===== src/design/btg_pkg.sv =====
// types and constants shared by the button gesture classifier
`timescale 1ns / 1ps

package btg_pkg;

   localparam int unsigned TIME_W   = 32;
   localparam int unsigned CFG_W    = 16;
   localparam int unsigned BUTTON_W = 3;

   localparam logic [CFG_W-1:0] LONG_PRESS_RESET = 16'd600;
   localparam logic [CFG_W-1:0] TAP_WINDOW_RESET = 16'd300;

   // configuration register indexes
   typedef enum logic [0:0] {
      CSR_LONG_PRESS = 1'b0,
      CSR_TAP_WINDOW = 1'b1
   } csr_index_type;

   typedef enum logic [1:0] {
      GESTURE_SHORT  = 2'd0,
      GESTURE_DOUBLE = 2'd1,
      GESTURE_TRIPLE = 2'd2,
      GESTURE_LONG   = 2'd3
   } gesture_type;

   // per-button tracking state
   typedef struct packed {
      logic [TIME_W-1:0] press_start;
      logic [TIME_W-1:0] first_tap_time;
      logic [TIME_W-1:0] second_tap_time;
      logic              single_pending;
      logic [TIME_W-1:0] single_deadline;
      logic              double_pending;
      logic [TIME_W-1:0] double_deadline;
   } btn_state_type;

   // outcome of evaluating one beat
   typedef struct packed {
      logic        hit;
      gesture_type gesture;
   } eval_result_type;

endpackage


===== src/design/btg_if.sv =====
// handshake channel interfaces for request and response beats
`timescale 1ns / 1ps

interface btg_req_if;
   import btg_pkg::*;
   logic                valid;
   logic                ready;
   logic [TIME_W-1:0]   now_ms;
   logic [BUTTON_W-1:0] button;
   logic                pressed_edge;
   logic                released_edge;

   modport source (output valid, now_ms, button, pressed_edge, released_edge, input ready);
   modport sink   (input valid, now_ms, button, pressed_edge, released_edge, output ready);
endinterface

interface btg_rsp_if;
   import btg_pkg::*;
   logic                valid;
   logic                ready;
   logic [BUTTON_W-1:0] event_button;
   logic [1:0]          gesture;

   modport source (output valid, event_button, gesture, input ready);
   modport sink   (input valid, event_button, gesture, output ready);
endinterface


===== src/design/btg_eval.sv =====
// combinational evaluation of one beat against one button's state
`timescale 1ns / 1ps

module btg_eval
   import btg_pkg::*;
(
   input  btn_state_type     cur_state,
   input  logic [TIME_W-1:0] now_ms,
   input  logic              pressed_edge,
   input  logic              released_edge,
   input  logic [CFG_W-1:0]  long_press_ms,
   input  logic [CFG_W-1:0]  tap_window_ms,
   output btn_state_type     nxt_state,
   output eval_result_type   result
);

   logic [TIME_W-1:0] held;
   logic [TIME_W-1:0] gap_first;
   logic [TIME_W-1:0] gap_second;
   logic [TIME_W-1:0] window;
   logic [TIME_W-1:0] deadline;
   logic              done;

   assign window = TIME_W'(tap_window_ms);
   assign deadline = now_ms + window;

   always_comb begin
      nxt_state = cur_state;
      result.hit = 1'b0;
      result.gesture = GESTURE_SHORT;
      done = 1'b0;

      if (pressed_edge) begin
         nxt_state.press_start = now_ms;
      end

      held = now_ms - nxt_state.press_start;
      gap_first = now_ms - cur_state.first_tap_time;
      gap_second = now_ms - cur_state.second_tap_time;

      if (released_edge) begin
         if (nxt_state.press_start == '0) begin
            // no recorded press: just note the time
            nxt_state.press_start = now_ms;
            done = 1'b1;
         end else if (held >= TIME_W'(long_press_ms)) begin
            nxt_state.first_tap_time = '0;
            nxt_state.second_tap_time = '0;
            nxt_state.single_pending = 1'b0;
            nxt_state.double_pending = 1'b0;
            result.hit = 1'b1;
            result.gesture = GESTURE_LONG;
            done = 1'b1;
         end else if (cur_state.double_pending && gap_second <= window) begin
            nxt_state.first_tap_time = '0;
            nxt_state.second_tap_time = '0;
            nxt_state.single_pending = 1'b0;
            nxt_state.double_pending = 1'b0;
            result.hit = 1'b1;
            result.gesture = GESTURE_TRIPLE;
            done = 1'b1;
         end else if (gap_first <= window) begin
            nxt_state.first_tap_time = '0;
            nxt_state.single_pending = 1'b0;
            nxt_state.second_tap_time = now_ms;
            nxt_state.double_pending = 1'b1;
            nxt_state.double_deadline = deadline;
         end else begin
            nxt_state.first_tap_time = now_ms;
            nxt_state.single_pending = 1'b1;
            nxt_state.single_deadline = deadline;
         end
      end

      if (!done) begin
         if (nxt_state.single_pending && now_ms >= nxt_state.single_deadline) begin
            nxt_state.single_pending = 1'b0;
            result.hit = 1'b1;
            result.gesture = GESTURE_SHORT;
         end else if (nxt_state.double_pending && now_ms >= nxt_state.double_deadline) begin
            nxt_state.double_pending = 1'b0;
            result.hit = 1'b1;
            result.gesture = GESTURE_DOUBLE;
         end
      end
   end

endmodule


===== src/design/button_tap_gesture_classifier_core.sv =====
// top level of the per-button tap and long press gesture classifier
`timescale 1ns / 1ps

// usage
//  req_chan carries one beat per button observation: a ms timestamp, the button
//  index and its debounced press and release edges; a beat with neither edge
//  just checks that button's pending short and double press deadlines
//  rsp_chan carries at most one gesture beat per request beat: the button and
//  its gesture (short, double, triple or long press)
//  csr_we / csr_index / csr_wdata write the long press and tap window
//  thresholds; write them only while the block is idle
//  a request beat is registered in the input register stage, then evaluated
//  against the button's state, and its gesture is registered in the output
//  register that drives rsp_chan
//  throughput: one request beat per cycle while rsp_chan does not stall, set by
//  the read, evaluate and write back of the per-button state registers
//  reset (synchronous, active high) clears all button state and loads the
//  default thresholds of 600 ms and 300 ms; nothing is pending afterwards
//  when rsp_chan stalls the gesture waits in the output register and the input
//  register holds one more beat, after which req_chan.ready drops

module button_tap_gesture_classifier_core
   import btg_pkg::*;
#(
   parameter int unsigned NUM_BUTTONS = 8
)(
   input  logic             clock,
   input  logic             reset,
   btg_req_if.sink          req_chan,
   btg_rsp_if.source        rsp_chan,
   input  logic             csr_we,
   input  logic [0:0]       csr_index,
   input  logic [CFG_W-1:0] csr_wdata
);

   // only indexes reachable by the 3-bit button field need storage
   localparam int unsigned DEPTH = (NUM_BUTTONS < (1 << BUTTON_W)) ? NUM_BUTTONS
                                                                   : (1 << BUTTON_W);
   localparam int unsigned IDX_W = (DEPTH > 1) ? $clog2(DEPTH) : 1;

   // configuration
   logic [CFG_W-1:0] long_press_ff, long_press_in;
   logic [CFG_W-1:0] tap_window_ff, tap_window_in;

   // input register stage
   logic                s1_valid_ff, s1_valid_in;
   logic [TIME_W-1:0]   s1_now_ff;
   logic [BUTTON_W-1:0] s1_button_ff;
   logic                s1_pressed_ff;
   logic                s1_released_ff;

   // output register
   logic                rsp_valid_ff, rsp_valid_in;
   logic [BUTTON_W-1:0] rsp_button_ff;
   gesture_type         rsp_gesture_ff;

   // per-button state
   btn_state_type state_ff [DEPTH];

   logic            out_free;
   logic            advance;
   logic            in_range;
   logic [IDX_W-1:0] idx;
   btn_state_type   cur_state;
   btn_state_type   nxt_state;
   eval_result_type result;

   // config write decode
   always_comb begin
      long_press_in = long_press_ff;
      tap_window_in = tap_window_ff;
      if (csr_we) begin
         unique case (csr_index_type'(csr_index))
            CSR_LONG_PRESS: long_press_in = csr_wdata;
            CSR_TAP_WINDOW: tap_window_in = csr_wdata;
            default: ;
         endcase
      end
   end

   always_ff @(posedge clock) begin
      if (reset) begin
         long_press_ff <= LONG_PRESS_RESET;
         tap_window_ff <= TAP_WINDOW_RESET;
      end else begin
         long_press_ff <= long_press_in;
         tap_window_ff <= tap_window_in;
      end
   end

   // handshake: evaluate the held beat whenever the output slot can take it
   assign out_free = !rsp_valid_ff || rsp_chan.ready;
   assign advance = s1_valid_ff && out_free;
   assign req_chan.ready = !s1_valid_ff || advance;

   // a new beat lands, or the held one stays until it can move on
   assign s1_valid_in = (req_chan.valid && req_chan.ready) || (s1_valid_ff && !advance);

   always_ff @(posedge clock) begin
      if (reset) begin
         s1_valid_ff <= 1'b0;
      end else begin
         s1_valid_ff <= s1_valid_in;
      end
   end

   always_ff @(posedge clock) begin
      if (req_chan.valid && req_chan.ready) begin
         s1_now_ff      <= req_chan.now_ms;
         s1_button_ff   <= req_chan.button;
         s1_pressed_ff  <= req_chan.pressed_edge;
         s1_released_ff <= req_chan.released_edge;
      end
   end

   // state lookup for the held beat
   assign in_range = 32'(s1_button_ff) < NUM_BUTTONS;
   assign idx = IDX_W'(s1_button_ff);
   assign cur_state = state_ff[idx];

   btg_eval u_eval (
      .cur_state     (cur_state),
      .now_ms        (s1_now_ff),
      .pressed_edge  (s1_pressed_ff),
      .released_edge (s1_released_ff),
      .long_press_ms (long_press_ff),
      .tap_window_ms (tap_window_ff),
      .nxt_state     (nxt_state),
      .result        (result)
   );

   // write back the updated entry; out of range buttons touch nothing
   always_ff @(posedge clock) begin
      if (reset) begin
         for (int i = 0; i < DEPTH; i++) begin
            state_ff[i] <= '0;
         end
      end else if (advance && in_range) begin
         state_ff[idx] <= nxt_state;
      end
   end

   // output register
   always_comb begin
      rsp_valid_in = rsp_valid_ff && !rsp_chan.ready;
      if (advance) begin
         rsp_valid_in = in_range && result.hit;
      end
   end

   always_ff @(posedge clock) begin
      if (reset) begin
         rsp_valid_ff <= 1'b0;
      end else begin
         rsp_valid_ff <= rsp_valid_in;
      end
   end

   always_ff @(posedge clock) begin
      if (advance) begin
         rsp_button_ff  <= s1_button_ff;
         rsp_gesture_ff <= result.gesture;
      end
   end

   assign rsp_chan.valid        = rsp_valid_ff;
   assign rsp_chan.event_button = rsp_button_ff;
   assign rsp_chan.gesture      = rsp_gesture_ff;

   // checks

   // a held beat that cannot move on keeps its contents
   assert property (@(posedge clock) disable iff (reset)
      s1_valid_ff && !advance |=> s1_valid_ff && $stable(s1_now_ff) && $stable(s1_button_ff))
      else $error("held request beat changed while stalled");

   // an ignored button never yields a gesture
   assert property (@(posedge clock) disable iff (reset)
      advance && !in_range |=> !rsp_valid_ff)
      else $error("gesture reported for out of range button");

   // a reported short press leaves nothing single-pending for that button
   assert property (@(posedge clock) disable iff (reset)
      advance && in_range && result.hit && result.gesture == GESTURE_SHORT
      |=> !state_ff[$past(idx)].single_pending)
      else $error("single press still pending after report");

   // reset brings the thresholds back to their defaults
   assert property (@(posedge clock)
      $past(reset) |-> long_press_ff == LONG_PRESS_RESET && tap_window_ff == TAP_WINDOW_RESET)
      else $error("thresholds not at defaults after reset");

endmodule

===== src/flat_wrapper.sv =====
// flat-port wrapper written by rule: the top's interface ports become plain ports
module button_tap_gesture_classifier_core_flat import btg_pkg::*;
#(
   parameter int unsigned NUM_BUTTONS = 8
)
  (clock, reset, csr_we, csr_index, csr_wdata, req_chan_valid, req_chan_now_ms, req_chan_button, req_chan_pressed_edge, req_chan_released_edge, req_chan_ready, rsp_chan_valid, rsp_chan_event_button, rsp_chan_gesture, rsp_chan_ready);
  btg_req_if req_chan_i ();
  btg_rsp_if rsp_chan_i ();
  input  logic clock;
  input  logic reset;
  input  logic csr_we;
  input  logic [0:0] csr_index;
  input  logic [CFG_W-1:0] csr_wdata;
  input wire logic [$bits(req_chan_i.valid)-1:0] req_chan_valid;
  input wire logic [$bits(req_chan_i.now_ms)-1:0] req_chan_now_ms;
  input wire logic [$bits(req_chan_i.button)-1:0] req_chan_button;
  input wire logic [$bits(req_chan_i.pressed_edge)-1:0] req_chan_pressed_edge;
  input wire logic [$bits(req_chan_i.released_edge)-1:0] req_chan_released_edge;
  output wire logic [$bits(req_chan_i.ready)-1:0] req_chan_ready;
  output wire logic [$bits(rsp_chan_i.valid)-1:0] rsp_chan_valid;
  output wire logic [$bits(rsp_chan_i.event_button)-1:0] rsp_chan_event_button;
  output wire logic [$bits(rsp_chan_i.gesture)-1:0] rsp_chan_gesture;
  input wire logic [$bits(rsp_chan_i.ready)-1:0] rsp_chan_ready;
  assign req_chan_i.valid = req_chan_valid;
  assign req_chan_i.now_ms = req_chan_now_ms;
  assign req_chan_i.button = req_chan_button;
  assign req_chan_i.pressed_edge = req_chan_pressed_edge;
  assign req_chan_i.released_edge = req_chan_released_edge;
  assign req_chan_ready = req_chan_i.ready;
  assign rsp_chan_valid = rsp_chan_i.valid;
  assign rsp_chan_event_button = rsp_chan_i.event_button;
  assign rsp_chan_gesture = rsp_chan_i.gesture;
  assign rsp_chan_i.ready = rsp_chan_ready;
  button_tap_gesture_classifier_core #(.NUM_BUTTONS(NUM_BUTTONS)) u_core (.clock(clock), .reset(reset), .req_chan(req_chan_i), .rsp_chan(rsp_chan_i), .csr_we(csr_we), .csr_index(csr_index), .csr_wdata(csr_wdata));
endmodule

===== config.mk =====
export PLATFORM = sky130hd
export DESIGN_NAME = button_tap_gesture_classifier_core_flat
export DESIGN_NICKNAME = d
export VERILOG_FILES = /design/src/design/btg_pkg.sv /design/src/design/btg_if.sv /design/src/design/btg_eval.sv /design/src/design/button_tap_gesture_classifier_core.sv /design/src/flat_wrapper.sv
export SDC_FILE = /design/constraint.sdc
export NUM_CORES = 2
export LEC_CHECK = 0
export BUFFER_PORTS_ARGS = -buffer_cell sky130_fd_sc_hd__buf_4
export CORE_MARGIN = 8
export CORE_UTILIZATION = 35
export DETAILED_ROUTE_END_ITERATION = 8
export GPL_TIMING_DRIVEN = 1
export HOLD_SLACK_MARGIN = 0.1
export PLACE_DENSITY = 0.62
export SYNTH_ARGS = -nofsm -noshare
export SYNTH_HDL_FRONTEND = slang
export SYNTH_HIERARCHICAL = 1
export SYNTH_SLANG_ARGS = --single-unit

===== constraint.sdc =====
create_clock -name clock -period 8.2 [get_ports clock]
set_input_delay 2.05 -clock clock [delete_from_list [all_inputs] [get_ports clock]]
set_output_delay 2.05 -clock clock [all_outputs]
set_load 0.01 [all_outputs]

==> flow_metrics.tcl <==
set metrics [dict create \
    layout_common_cells "1338 x edfxtp_1, 1306 x and2_1, 629 x buf_4, 324 x mux4_2, 211 x ha_1" \
    routed_wl_mm 222.6 \
    crit_type "reg2reg" \
    hold_class "reg2reg" \
    synth_area_mm2 0.07250 \
    cp-end-kind "flip-flop" \
    p_leak_nw 32.84 \
    fin_skew_ns 0.02385 \
    numCtsBuffers 151 \
    synth.avg_cell_area_um2 13.82 \
    ir_drop_mv 0.1658 \
    clkTransAtPathRegs_ns 0.06 \
    fin_total_pwr_mw 18.43 \
    min_period_ns 8.539 \
    synth_edf_count 1338 \
    clock-sinks 1375 \
    die_h_um 471.1 \
    yosysWarningCount 6 \
    ys_ff_latch 1375 \
    post-route-period-util_pct 104.1 \
    initial_core_util_pct 35.12 \
    grt.total_usage_pct 19.34 \
    synth_cell_types 93 \
    grt-ovfl-total 0 \
    cp.arrival_ns 9.10 \
    drive_gt1_share_pct 27.08 \
    cpMaxStageDelayCell "mux4_2" \
    report.final.hold_viol_count 0 \
    failed_checks "negative setup slack" \
    worst_slew_pin_slew_ns 1.463 \
    async_flop_share_pct 0 \
    final_common_cell "edfxtp_1" \
    nNetsFinal 6083 \
    cp_max_fo 8 \
    finalSetupTns_ns -5.416 \
    max_freq_ghz 0.1171 \
    yosysSeqAreaShare_pct 56.44 \
    cts_tree "built" \
    final_util_pct 41.71 \
    grt_pass1_vias 48020 \
    core_mm2 0.2064 \
    max-cap-violations 0 \
    htreeDepth 4 \
    areaGrowthSynthToFinish_pct 18.78 \
    grt_max_degree 163 \
    setup_viol 18 \
    remaining_drc_errors 0 \
    num_rows 167 \
    cp-start-kind "flip-flop" \
    crit_required_ns 8.76 \
    place_hpwl_mm 131.2 \
    syn_inst 5245 \
    setup_slack_ns -0.3390 \
    firstDrtPassIters 6 \
    rsz0062_at_grt "yes" \
    grt_pass1_wl_mm 323.6 \
    crit_top_cell "buf_4" \
    antenna_left 0 \
    power-per-cell-area_mw_per_mm2 214.0 \
    die_w_um 471.1 \
    post_drt_wl_per_cell_um 25.80 \
    clock_path_buffers 3 \
    via_per_inst 5.449 \
    via_count 47030 \
    gp_congestion 0.8965 \
    clk_latency_ns 0.81 \
    place.port_buffers 65 \
    n_fill_cell 18870 \
    cts_root_buf "clkbuf_16" \
    syn-num-nets 5529 \
    antenna_found_initial 6 \
    slew_violations 0 \
    io_pins 66 \
    die_area_mm2 0.2220 \
    critPathMaxStageDelay_ns 0.50 \
    drtIter0Drc 4535 \
    ys.flop_type "edfxtp_1" \
    relSlewSlack_pct 2.491 \
    dp.cells 8291 \
    fin_cells 8630 \
    status "finished with violations" \
]
==> report_power, final <==
part	total [mW]	switching (mW)	leakage, nW	internal, mW
Clock	6.58	2.84	2.28	3.74
Combinational	3.75	2.04	16.4	1.71
Sequential	8.09	0.110	14.1	7.98
Total	18.4	5.00	32.8	13.4
==> kinds of logic after synthesis <==
| group | Yosys count | share of synthesized area [%] |
|---|---|---|
| AND/OR/NAND/NOR | 1908 | 15.65 |
| flip-flops | 1375 | 56.44 |
| multiplexers | 659 | 15.09 |
| AO/OA/AOI/OAI | 554 | 4.969 |
| buffers and inverters | 434 | 2.834 |
| adder cells (fa/ha/maj) | 225 | 3.925 |
| XOR/XNOR | 90 | 1.087 |
==> worst max-delay path, delay by kind of cell (launching register included) <==
family	cells	cell delay (ns)
flip-flops	1	0.39
buffers and inverters	5	0.82
adder cells (fa/ha/maj)	3	0.73
multiplexers	4	1.37
AO/OA/AOI/OAI	14	2.78
XOR/XNOR	1	0.16
AND/OR/NAND/NOR	12	2.04
==> final timing paths <==
check | startpoint | slack [ns] | depth (start not counted) | to
hold / removal | u_core/long_press_ff[12]$_SDFFE_PP0P_ | 0.46 | 2 | u_core/long_press_ff[12]$_SDFFE_PP0P_
setup reg to reg | flip-flop | -0.34 | 39 | u_core/state_ff[6][32]$_SDFFCE_PN0P_
setup / recovery | flip-flop | -0.34 | 39 | u_core/state_ff[6][32]$_SDFFCE_PN0P_
hold reg to reg | u_core/long_press_ff[12]$_SDFFE_PP0P_ | 0.46 | 2 | u_core/long_press_ff[12]$_SDFFE_PP0P_
==> metrics by stage <==
stage | setup WS (ns) | hold slack (ns) | cell area (µm²)
global placement | -0.8591 | 0.4464 | 79820
detailed placement | -1.006 | 0.4500 | 79820
floorplan | 0.002575 | 0.4363 | 72570
CTS | -0.3833 | 0.4583 | 85290
finish | -0.3390 | 0.4593 | 86120
global route | -0.6438 | 0.4751 | 86110
==> cells in the mapped netlist (76+ instances only) <==
cell type  count  area, µm²
a21oi_1      183      915.9
and2_1      1308       8183
clkbuf_1     197      739.5
edfxtp_1    1338      40180
ha_1         221       2765
inv_1        128      480.5
mux2_2       212       2387
mux2i_1      102       1021
mux4_2       324       7297
nand2_1      170      638.1
nor2_1       124      465.5
o21ai_0       76      380.4
==> area by class of cell <==
| type | count | area [µm²] | share of cell area, % |
|---|---|---|---|
| diodes | 6 | 15.01 | 0.01744 |
| clock buffers | 200 | 4035 | 4.686 |
| clock inverters | 74 | 688.2 | 0.7991 |
| inverters | 128 | 480.5 | 0.5579 |
| multi-input cells | 3436 | 30340 | 35.23 |
| flip-flops and latches | 1375 | 40930 | 47.53 |
| well taps | 2704 | 3383 | 3.929 |
| repair buffers | 707 | 6245 | 7.252 |
==> what timing repair did <==
action / CTS / global route
pin swaps: 44 / 72
gates resized for setup: 97 / 106
hold buffers: 0 / 0
buffers inserted: 28 / 24
hold endpoints to repair: 0 / 0
gates cloned: 3 / 5
setup endpoints to repair: 18 / 18
==> registers in the layout, summed over array words and instances, names as in the netlist, 2 cells and up, named ones only <==
name                          cells
u_core/state_ff                1296
u_core/s1_now_ff                 32
u_core/long_press_ff             16
u_core/tap_window_ff             16
u_core/idx                        3
u_core/rsp_chan.event_button      3
u_core/rsp_chan.gesture           2
==> routing by layer <==
| metal | track usage (%) | wire (µm) | share of wire [%] |
|---|---|---|---|
| met1 | 25.54 | 92330 | 41 |
| met4 | 7.695 | 9357 | 4.2 |
| met3 | 2.843 | 15430 | 6.9 |
| met5 | 0 | 0 | 0 |
| met2 | 32.16 | 105500 | 47 |
(Power assumes the default switching activity.)
